$ cat src/sv/sbsh_pkg.sv
package sbsh_pkg;

  localparam int unsigned BLOCK_WORDS = 16;
  localparam int unsigned ROUNDS = 64;

  localparam logic [5:0] LAST_BYTE_POS = 6'd63;
  localparam logic [5:0] LEN_POS = 6'd56;
  localparam logic [7:0] PAD_BYTE = 8'h80;
  localparam logic [63:0] BYTE_BITS = 64'd8;

  typedef enum logic [1:0] {
    KIND_APPEND      = 2'd0,
    KIND_APPEND_LAST = 2'd1,
    KIND_FINISH      = 2'd2
  } sbsh_kind_e;

  typedef enum logic [2:0] {
    ST_IDLE,
    ST_MARK,
    ST_ZERO,
    ST_LEN,
    ST_COMP,
    ST_OUT
  } sbsh_state_e;

  typedef struct packed {
    logic        wr_byte;
    logic [5:0]  wr_pos;
    logic [7:0]  wr_data;
    logic        wr_len;
    logic [63:0] len;
    logic        start;
    logic        chain_init;
  } sbsh_cmd_t;

  typedef struct packed {
    logic busy;
    logic done;
  } sbsh_status_t;

  localparam logic [31:0] INIT_H [8] = '{
    32'h6a09e667, 32'hbb67ae85, 32'h3c6ef372, 32'ha54ff53a,
    32'h510e527f, 32'h9b05688c, 32'h1f83d9ab, 32'h5be0cd19
  };

  localparam logic [31:0] ROUND_K [64] = '{
    32'h428a2f98, 32'h71374491, 32'hb5c0fbcf, 32'he9b5dba5,
    32'h3956c25b, 32'h59f111f1, 32'h923f82a4, 32'hab1c5ed5,
    32'hd807aa98, 32'h12835b01, 32'h243185be, 32'h550c7dc3,
    32'h72be5d74, 32'h80deb1fe, 32'h9bdc06a7, 32'hc19bf174,
    32'he49b69c1, 32'hefbe4786, 32'h0fc19dc6, 32'h240ca1cc,
    32'h2de92c6f, 32'h4a7484aa, 32'h5cb0a9dc, 32'h76f988da,
    32'h983e5152, 32'ha831c66d, 32'hb00327c8, 32'hbf597fc7,
    32'hc6e00bf3, 32'hd5a79147, 32'h06ca6351, 32'h14292967,
    32'h27b70a85, 32'h2e1b2138, 32'h4d2c6dfc, 32'h53380d13,
    32'h650a7354, 32'h766a0abb, 32'h81c2c92e, 32'h92722c85,
    32'ha2bfe8a1, 32'ha81a664b, 32'hc24b8b70, 32'hc76c51a3,
    32'hd192e819, 32'hd6990624, 32'hf40e3585, 32'h106aa070,
    32'h19a4c116, 32'h1e376c08, 32'h2748774c, 32'h34b0bcb5,
    32'h391c0cb3, 32'h4ed8aa4a, 32'h5b9cca4f, 32'h682e6ff3,
    32'h748f82ee, 32'h78a5636f, 32'h84c87814, 32'h8cc70208,
    32'h90befffa, 32'ha4506ceb, 32'hbef9a3f7, 32'hc67178f2
  };

endpackage

$ cat src/sv/sbsh_compress.sv
module sbsh_compress
  import sbsh_pkg::*;
(
  input  logic               clk_i,
  input  logic               rst_ni,
  input  sbsh_cmd_t          cmd_i,
  output sbsh_status_t       status_o,
  output logic [7:0][31:0]   digest_o
);

  logic [31:0]      w_q [BLOCK_WORDS];
  logic [7:0][31:0] var_q;
  logic [7:0][31:0] chain_q;
  logic [5:0]       rnd_q;
  logic             busy_q;
  logic             fin_q;

  logic [31:0] w_new;
  logic [31:0] t1;
  logic [31:0] t2;
  logic [31:0] big_s0;
  logic [31:0] big_s1;
  logic [31:0] ch;
  logic [31:0] maj;
  logic [31:0] sm0;
  logic [31:0] sm1;
  logic        rounding;

  function automatic logic [31:0] rotr(input logic [31:0] x, input int unsigned n);
    return (x >> n) | (x << (32 - n));
  endfunction

  assign rounding = busy_q && !fin_q;

  always_comb begin
    sm0    = rotr(w_q[1], 7) ^ rotr(w_q[1], 18) ^ (w_q[1] >> 3);
    sm1    = rotr(w_q[14], 17) ^ rotr(w_q[14], 19) ^ (w_q[14] >> 10);
    w_new  = w_q[0] + sm0 + w_q[9] + sm1;
    big_s1 = rotr(var_q[4], 6) ^ rotr(var_q[4], 11) ^ rotr(var_q[4], 25);
    ch     = (var_q[4] & var_q[5]) ^ (~var_q[4] & var_q[6]);
    t1     = var_q[7] + big_s1 + ch + ROUND_K[rnd_q] + w_q[0];
    big_s0 = rotr(var_q[0], 2) ^ rotr(var_q[0], 13) ^ rotr(var_q[0], 22);
    maj    = (var_q[0] & var_q[1]) ^ (var_q[0] & var_q[2]) ^ (var_q[1] & var_q[2]);
    t2     = big_s0 + maj;
  end

  always_ff @(posedge clk_i) begin
    if (rounding) begin
      for (int i = 0; i < BLOCK_WORDS - 1; i++) begin
        w_q[i] <= w_q[i+1];
      end
      w_q[BLOCK_WORDS-1] <= w_new;
    end else begin
      if (cmd_i.wr_byte) begin
        w_q[cmd_i.wr_pos[5:2]][{~cmd_i.wr_pos[1:0], 3'b000} +: 8] <= cmd_i.wr_data;
      end
      if (cmd_i.wr_len) begin
        w_q[BLOCK_WORDS-2] <= cmd_i.len[63:32];
        w_q[BLOCK_WORDS-1] <= cmd_i.len[31:0];
      end
    end
  end

  always_ff @(posedge clk_i) begin
    if (cmd_i.start && !busy_q) begin
      var_q <= chain_q;
    end else if (rounding) begin
      var_q[7] <= var_q[6];
      var_q[6] <= var_q[5];
      var_q[5] <= var_q[4];
      var_q[4] <= var_q[3] + t1;
      var_q[3] <= var_q[2];
      var_q[2] <= var_q[1];
      var_q[1] <= var_q[0];
      var_q[0] <= t1 + t2;
    end
  end

  always_ff @(posedge clk_i or negedge rst_ni) begin
    if (!rst_ni) begin
      busy_q <= 1'b0;
      fin_q  <= 1'b0;
      rnd_q  <= '0;
      for (int i = 0; i < 8; i++) begin
        chain_q[i] <= INIT_H[i];
      end
    end else begin
      if (fin_q) begin
        busy_q <= 1'b0;
        fin_q  <= 1'b0;
        for (int i = 0; i < 8; i++) begin
          chain_q[i] <= chain_q[i] + var_q[i];
        end
      end else if (rounding) begin
        rnd_q <= rnd_q + 6'd1;
        if (rnd_q == 6'(ROUNDS - 1)) begin
          fin_q <= 1'b1;
        end
      end else if (cmd_i.start) begin
        busy_q <= 1'b1;
        rnd_q  <= '0;
      end else if (cmd_i.chain_init) begin
        for (int i = 0; i < 8; i++) begin
          chain_q[i] <= INIT_H[i];
        end
      end
    end
  end

  assign status_o.busy = busy_q;
  assign status_o.done = fin_q;
  assign digest_o      = chain_q;

  a_fin_in_busy: assert property (@(posedge clk_i) disable iff (!rst_ni)
    fin_q |-> busy_q)
    else $error("feed-forward cycle outside a compression");

  a_start_idle: assert property (@(posedge clk_i) disable iff (!rst_ni)
    cmd_i.start |-> !busy_q)
    else $error("compression started while busy");

  a_last_round: assert property (@(posedge clk_i) disable iff (!rst_ni)
    (rounding && rnd_q == 6'(ROUNDS - 1)) |=> fin_q)
    else $error("last round not followed by feed-forward");

endmodule

$ cat src/sv/sha256_byte_stream_hasher_unit.sv
// Message bytes are taken one item per cycle while the block buffer fills.
// The item that completes a 64-byte block stalls input while
// one shared round unit runs 64 rounds, one per cycle, then adds the chain.
// A finishing item pads one byte per cycle outside compressions, over up to two blocks,
// runs one or two compressions and loads the digest into the output register once that register is free.
// Reset is asynchronous and active low; it restores the initial hash values.
module sha256_byte_stream_hasher_unit
  import sbsh_pkg::*;
(
  input  logic         clk_i,
  input  logic         rst_ni,
  input  logic         s_axis_tvalid_i,
  output logic         s_axis_tready_o,
  input  logic [7:0]   s_axis_tdata_i,  // [7:0] data_byte
  input  logic [1:0]   s_axis_tuser_i,  // [1:0] kind
  output logic         m_axis_tvalid_o,
  input  logic         m_axis_tready_i,
  output logic [255:0] m_axis_tdata_o   // digest_word_0 in [31:0] up to digest_word_7
);

  sbsh_state_e      state_q, state_d;
  sbsh_state_e      ret_q, ret_d;
  logic [5:0]       fc_q, fc_d;
  logic [63:0]      bits_q, bits_d;
  logic             out_valid_q, out_valid_d;
  logic [255:0]     out_q;
  logic             out_load;
  sbsh_cmd_t        cmd;
  sbsh_status_t     st;
  logic [7:0][31:0] digest;

  sbsh_compress u_compress (
    .clk_i   (clk_i),
    .rst_ni  (rst_ni),
    .cmd_i   (cmd),
    .status_o(st),
    .digest_o(digest)
  );

  always_comb begin
    state_d     = state_q;
    ret_d       = ret_q;
    fc_d        = fc_q;
    bits_d      = bits_q;
    out_valid_d = out_valid_q;
    out_load    = 1'b0;
    cmd         = '0;
    cmd.len     = bits_q;
    unique case (state_q)
      ST_IDLE: begin
        if (s_axis_tvalid_i) begin
          unique case (sbsh_kind_e'(s_axis_tuser_i))
            KIND_APPEND, KIND_APPEND_LAST: begin
              cmd.wr_byte = 1'b1;
              cmd.wr_pos  = fc_q;
              cmd.wr_data = s_axis_tdata_i;
              fc_d        = fc_q + 6'd1;
              bits_d      = bits_q + BYTE_BITS;
              ret_d       = (sbsh_kind_e'(s_axis_tuser_i) == KIND_APPEND) ? ST_IDLE : ST_MARK;
              if (fc_q == LAST_BYTE_POS) begin
                cmd.start = 1'b1;
                state_d   = ST_COMP;
              end else begin
                state_d = ret_d;
              end
            end
            KIND_FINISH: state_d = ST_MARK;
            default: ;
          endcase
        end
      end
      ST_MARK: begin
        cmd.wr_byte = 1'b1;
        cmd.wr_pos  = fc_q;
        cmd.wr_data = PAD_BYTE;
        fc_d        = fc_q + 6'd1;
        ret_d       = ST_ZERO;
        if (fc_q == LAST_BYTE_POS) begin
          cmd.start = 1'b1;
          state_d   = ST_COMP;
        end else begin
          state_d = ST_ZERO;
        end
      end
      ST_ZERO: begin
        if (fc_q == LEN_POS) begin
          state_d = ST_LEN;
        end else begin
          cmd.wr_byte = 1'b1;
          cmd.wr_pos  = fc_q;
          fc_d        = fc_q + 6'd1;
          ret_d       = ST_ZERO;
          if (fc_q == LAST_BYTE_POS) begin
            cmd.start = 1'b1;
            state_d   = ST_COMP;
          end
        end
      end
      ST_LEN: begin
        cmd.wr_len = 1'b1;
        cmd.start  = 1'b1;
        ret_d      = ST_OUT;
        state_d    = ST_COMP;
      end
      ST_COMP: begin
        if (st.done) begin
          state_d = ret_q;
        end
      end
      ST_OUT: begin
        if (!out_valid_q || m_axis_tready_i) begin
          out_load       = 1'b1;
          out_valid_d    = 1'b1;
          cmd.chain_init = 1'b1;
          fc_d           = '0;
          bits_d         = '0;
          state_d        = ST_IDLE;
        end
      end
      default: state_d = ST_IDLE;
    endcase
    if (out_valid_q && m_axis_tready_i && !out_load) begin
      out_valid_d = 1'b0;
    end
  end

  always_ff @(posedge clk_i or negedge rst_ni) begin
    if (!rst_ni) begin
      state_q     <= ST_IDLE;
      ret_q       <= ST_IDLE;
      fc_q        <= '0;
      bits_q      <= '0;
      out_valid_q <= 1'b0;
    end else begin
      state_q     <= state_d;
      ret_q       <= ret_d;
      fc_q        <= fc_d;
      bits_q      <= bits_d;
      out_valid_q <= out_valid_d;
    end
  end

  always_ff @(posedge clk_i) begin
    if (out_load) begin
      out_q <= digest;
    end
  end

  assign s_axis_tready_o = (state_q == ST_IDLE);
  assign m_axis_tvalid_o = out_valid_q;
  assign m_axis_tdata_o  = out_q;

  a_ready_not_busy: assert property (@(posedge clk_i) disable iff (!rst_ni)
    s_axis_tready_o |-> !st.busy)
    else $error("input ready while the round unit is busy");

  a_len_starts: assert property (@(posedge clk_i) disable iff (!rst_ni)
    (state_q == ST_LEN) |=> (state_q == ST_COMP && st.busy))
    else $error("length write did not start the final compression");

  a_out_loaded: assert property (@(posedge clk_i) disable iff (!rst_ni)
    out_load |=> (out_valid_q && state_q == ST_IDLE))
    else $error("digest not presented after loading");

endmodule
$ cat config.mk
export PLATFORM = sky130hd
export DESIGN_NAME = sha256_byte_stream_hasher_unit
export DESIGN_NICKNAME = d
export VERILOG_FILES = /design/src/sv/sbsh_pkg.sv /design/src/sv/sbsh_compress.sv /design/src/sv/sha256_byte_stream_hasher_unit.sv
export SDC_FILE = /design/constraint.sdc
export NUM_CORES = 2
export LEC_CHECK = 0
export ABC_AREA = 1
export BUFFER_PORTS_ARGS = -buffer_cell sky130_fd_sc_hd__clkbuf_2
export CAP_MARGIN = 20
export CORE_MARGIN = 2
export CORE_UTILIZATION = 56
export CTS_CLUSTER_DIAMETER = 120
export DETAILED_ROUTE_END_ITERATION = 7
export PLACE_DENSITY_LB_ADDON = 0.1
export SYNTH_ARGS = -nofsm -noshare
export SYNTH_HDL_FRONTEND = slang
export SYNTH_HIERARCHICAL = 1
export SYNTH_SLANG_ARGS = --single-unit
export TNS_END_PERCENT = 10
$ cat constraint.sdc
create_clock -name clk_i -period 10.5 [get_ports clk_i]
set_input_delay 1.575 -clock clk_i [delete_from_list [all_inputs] [get_ports clk_i]]
set_output_delay 1.575 -clock clk_i [all_outputs]
set_load 0.01 [all_outputs]
==> results.sh <==
export IMPL_antenna_found_initial=7
export IMPL_die_height_um=402
export IMPL_cp_startpoint="u_compress/rnd_q[0]$_DFFE_PN0P_"
export IMPL_postCtsSetupBuffers=0
export IMPL_rr_startpoint="u_compress/rnd_q[0]$_DFFE_PN0P_"
export IMPL_place_worst_setup_slack_ns=2.26
export IMPL_dr_pass1_iters=8
export IMPL_placedInstanceArea_sq_um=91700
export IMPL_end_kind="flop"
export IMPL_powerDensity_nw_per_um2=113
export IMPL_ff2ff_setup_slack_ns=2.11
export IMPL_vias=79000
export IMPL_cts_resized_gates=0
export IMPL_power_leakage_nw=44.6
export IMPL_core_area_sq_um=158000
export IMPL_fp_row_count=146
export IMPL_min_from="u_compress/digest_o[138]$_DFFE_PN0P_"
export IMPL_grt_pass1_vias=74900
export IMPL_hpwl_mm=257
export IMPL_yosysWarnings=6
export IMPL_max_slew_margin=0.163
export IMPL_drc=15
export IMPL_io_buffers=271
export IMPL_ctsHoldBuffers=0
export IMPL_numCtsBuffers=144
export IMPL_fmaxAchievable_mhz=119
export IMPL_ir_drop_mv=0.177
export IMPL_rsz0062_at_grt="false"
export IMPL_final_hold_violation_count=0
export IMPL_totalWireLength_mm=330
export IMPL_status="finished, violations left"
export IMPL_syn_inst=10700
export IMPL_violations="design-rule violations"
export IMPL_power_w=0.0109
export IMPL_tns_ns=0
export IMPL_min_period_ns=8.39
export IMPL_drive_above_1_share=0.0759
export IMPL_drtIter0Drc=9298
export IMPL_die_area_sq_um=162000
export IMPL_drt_antenna_violating_nets=0
export IMPL_place_congestion=1.05
export IMPL_finClkSkew_ns=0.0292
export IMPL_tightest_slew_ns=1.26
export IMPL_final_nets=11400
export IMPL_htreeDepth=4
export IMPL_fin_crit_sh=0.799
export IMPL_drv_cap=0
export IMPL_arrival_ns=8.94
export IMPL_grt_overflow=0
export IMPL_cts_clk_slew_worst_paths_ns=0.06
export IMPL_dieWidth_um=402
export IMPL_grt_pass1_wl_mm=482
export IMPL_r2r_cells=32
export IMPL_cp_slowest_cell="dfrtp_1"
export IMPL_grt_max_degree=151
export IMPL_path_class="flop to flop"
export IMPL_reg2reg_to="u_compress/var_q[21]$_DFFE_PP_"
export IMPL_min_to="m_axis_tdata_o[138]$_DFFE_PP_"
export IMPL_worst_slack_ns=2.11
export IMPL_viasPerCell=6.08
export IMPL_area_delta_synth_final_pct=8.54
export IMPL_cp_required_ns=11.06
export IMPL_min_path_cells=0
export IMPL_root_buffer="clkbuf_16"
export IMPL_cpPeakStageDelay_ns=0.67
export IMPL_grt_use_total=0.401
export IMPL_ios=272
export IMPL_min_path_type="flop to flop"
export IMPL_utilization=0.610
export IMPL_setup_viol=0
export IMPL_synth_area_per_cell_sq_um=8.33
export IMPL_start_util=0.562
export IMPL_cts_buffer_depth=3
export IMPL_cp_max_fo=13
export IMPL_cts_tree="done"
export IMPL_fin_area_sq_um=96400
export IMPL_crit_top_cell="nand2_1"
export IMPL_clkLatencyLatePin_ns=0.82
export IMPL_drt_wirelength_per_cell_um=25.4
export IMPL_cp_start_kind="flop"
export IMPL_maxSlewViolCount=0
export IMPL_numClockSinks=1362
export IMPL_syn_cell_area_sq_um=88800
## cell usage in the layout, fill, tap and decap left out, types with 217 or more instances in the layout
master / n
clkbuf_2: 270
nor2_1: 823
xor2_1: 217
ha_1: 398
inv_1: 1317
nand2_1: 2721
o21ai_0: 1189
nand3_1: 478
edfxtp_1: 1024
a21oi_1: 569
## registers in the layout, indices dropped and copies added (netlist names)
| signal | flops |
|---|---|
| u_compress/w_q | 512 |
| m_axis_tdata_o | 256 |
| u_compress/digest_o | 256 |
| u_compress/var_q | 256 |
| bits_q | 61 |
| fc_q | 6 |
| u_compress/rnd_q | 6 |
| ret_q | 3 |
| state_q | 3 |
| m_axis_tvalid_o | 1 |
| u_compress/busy_q | 1 |
| u_compress/fin_q | 1 |
## critical path, delay by kind of cell, from the launching register on
| kind | cells | cell delay [ns] |
|---|---|---|
| AO/OA/AOI/OAI | 5 | 1.08 |
| XOR/XNOR | 1 | 0.19 |
| adder cells (fa/ha/maj) | 7 | 3.04 |
| buffers and inverters | 6 | 0.80 |
| flip-flops | 1 | 0.67 |
| AND/OR/NAND/NOR | 13 | 2.36 |
## per-stage QoR
| step | hold WS, ns | instances |
|---|---|---|
| after global placement | 0.468 | 12700 |
| after detailed placement | 0.467 | 12700 |
| after global routing | 0.505 | 13000 |
| after floorplan | 0.453 | 10700 |
| after CTS | 0.482 | 13000 |
| final | 0.486 | 13000 |
## cell type report
type	count	area (sq um)
antenna	6	15.0
clock buffer	193	3920
clock inverter	75	793
fill	13700	61600
inverter	1330	5010
multi-input combinational	7625	42800
sequential	1362	39400
tap	2072	2590
timing repair buffer	332	1860
## per-layer routing
layer / part of all wire / GRT usage / up-vias
li1: - / - / 35900
met1: 0.38 / 0.518 / 37700
met2: 0.45 / 0.625 / 4500
met3: 0.10 / 0.0820 / 961
met4: 0.071 / 0.243 / 6
met5: 0.00011 / 0 / -
## where the power goes
group          leakage [nW]  internal (W)               switching, W  total (W)
Clock                  2.29       0.00288                    0.00227    0.00515
Sequential             13.8       0.00573  0.00000000000000000000823    0.00573
Combinational          28.5    0.00000375                  0.0000304  0.0000341
Total                  44.6       0.00862                    0.00230     0.0109
## how the worst max path moves through the flow
stage,end,depth (start not counted)
6_report,u_compress/var_q[21]$_DFFE_PP_,32
5_1_grt,u_compress/var_q[31]$_DFFE_PP_,41
4_1_cts,u_compress/var_q[21]$_DFFE_PP_,32
3_5_place_dp,u_compress/var_q[21]$_DFFE_PP_,32
3_3_place_gp,u_compress/var_q[31]$_DFFE_PP_,42
2_1_floorplan,u_compress/var_q[0]$_DFFE_PP_,11
No activity file was read; power rests on OpenSTA's default activity.
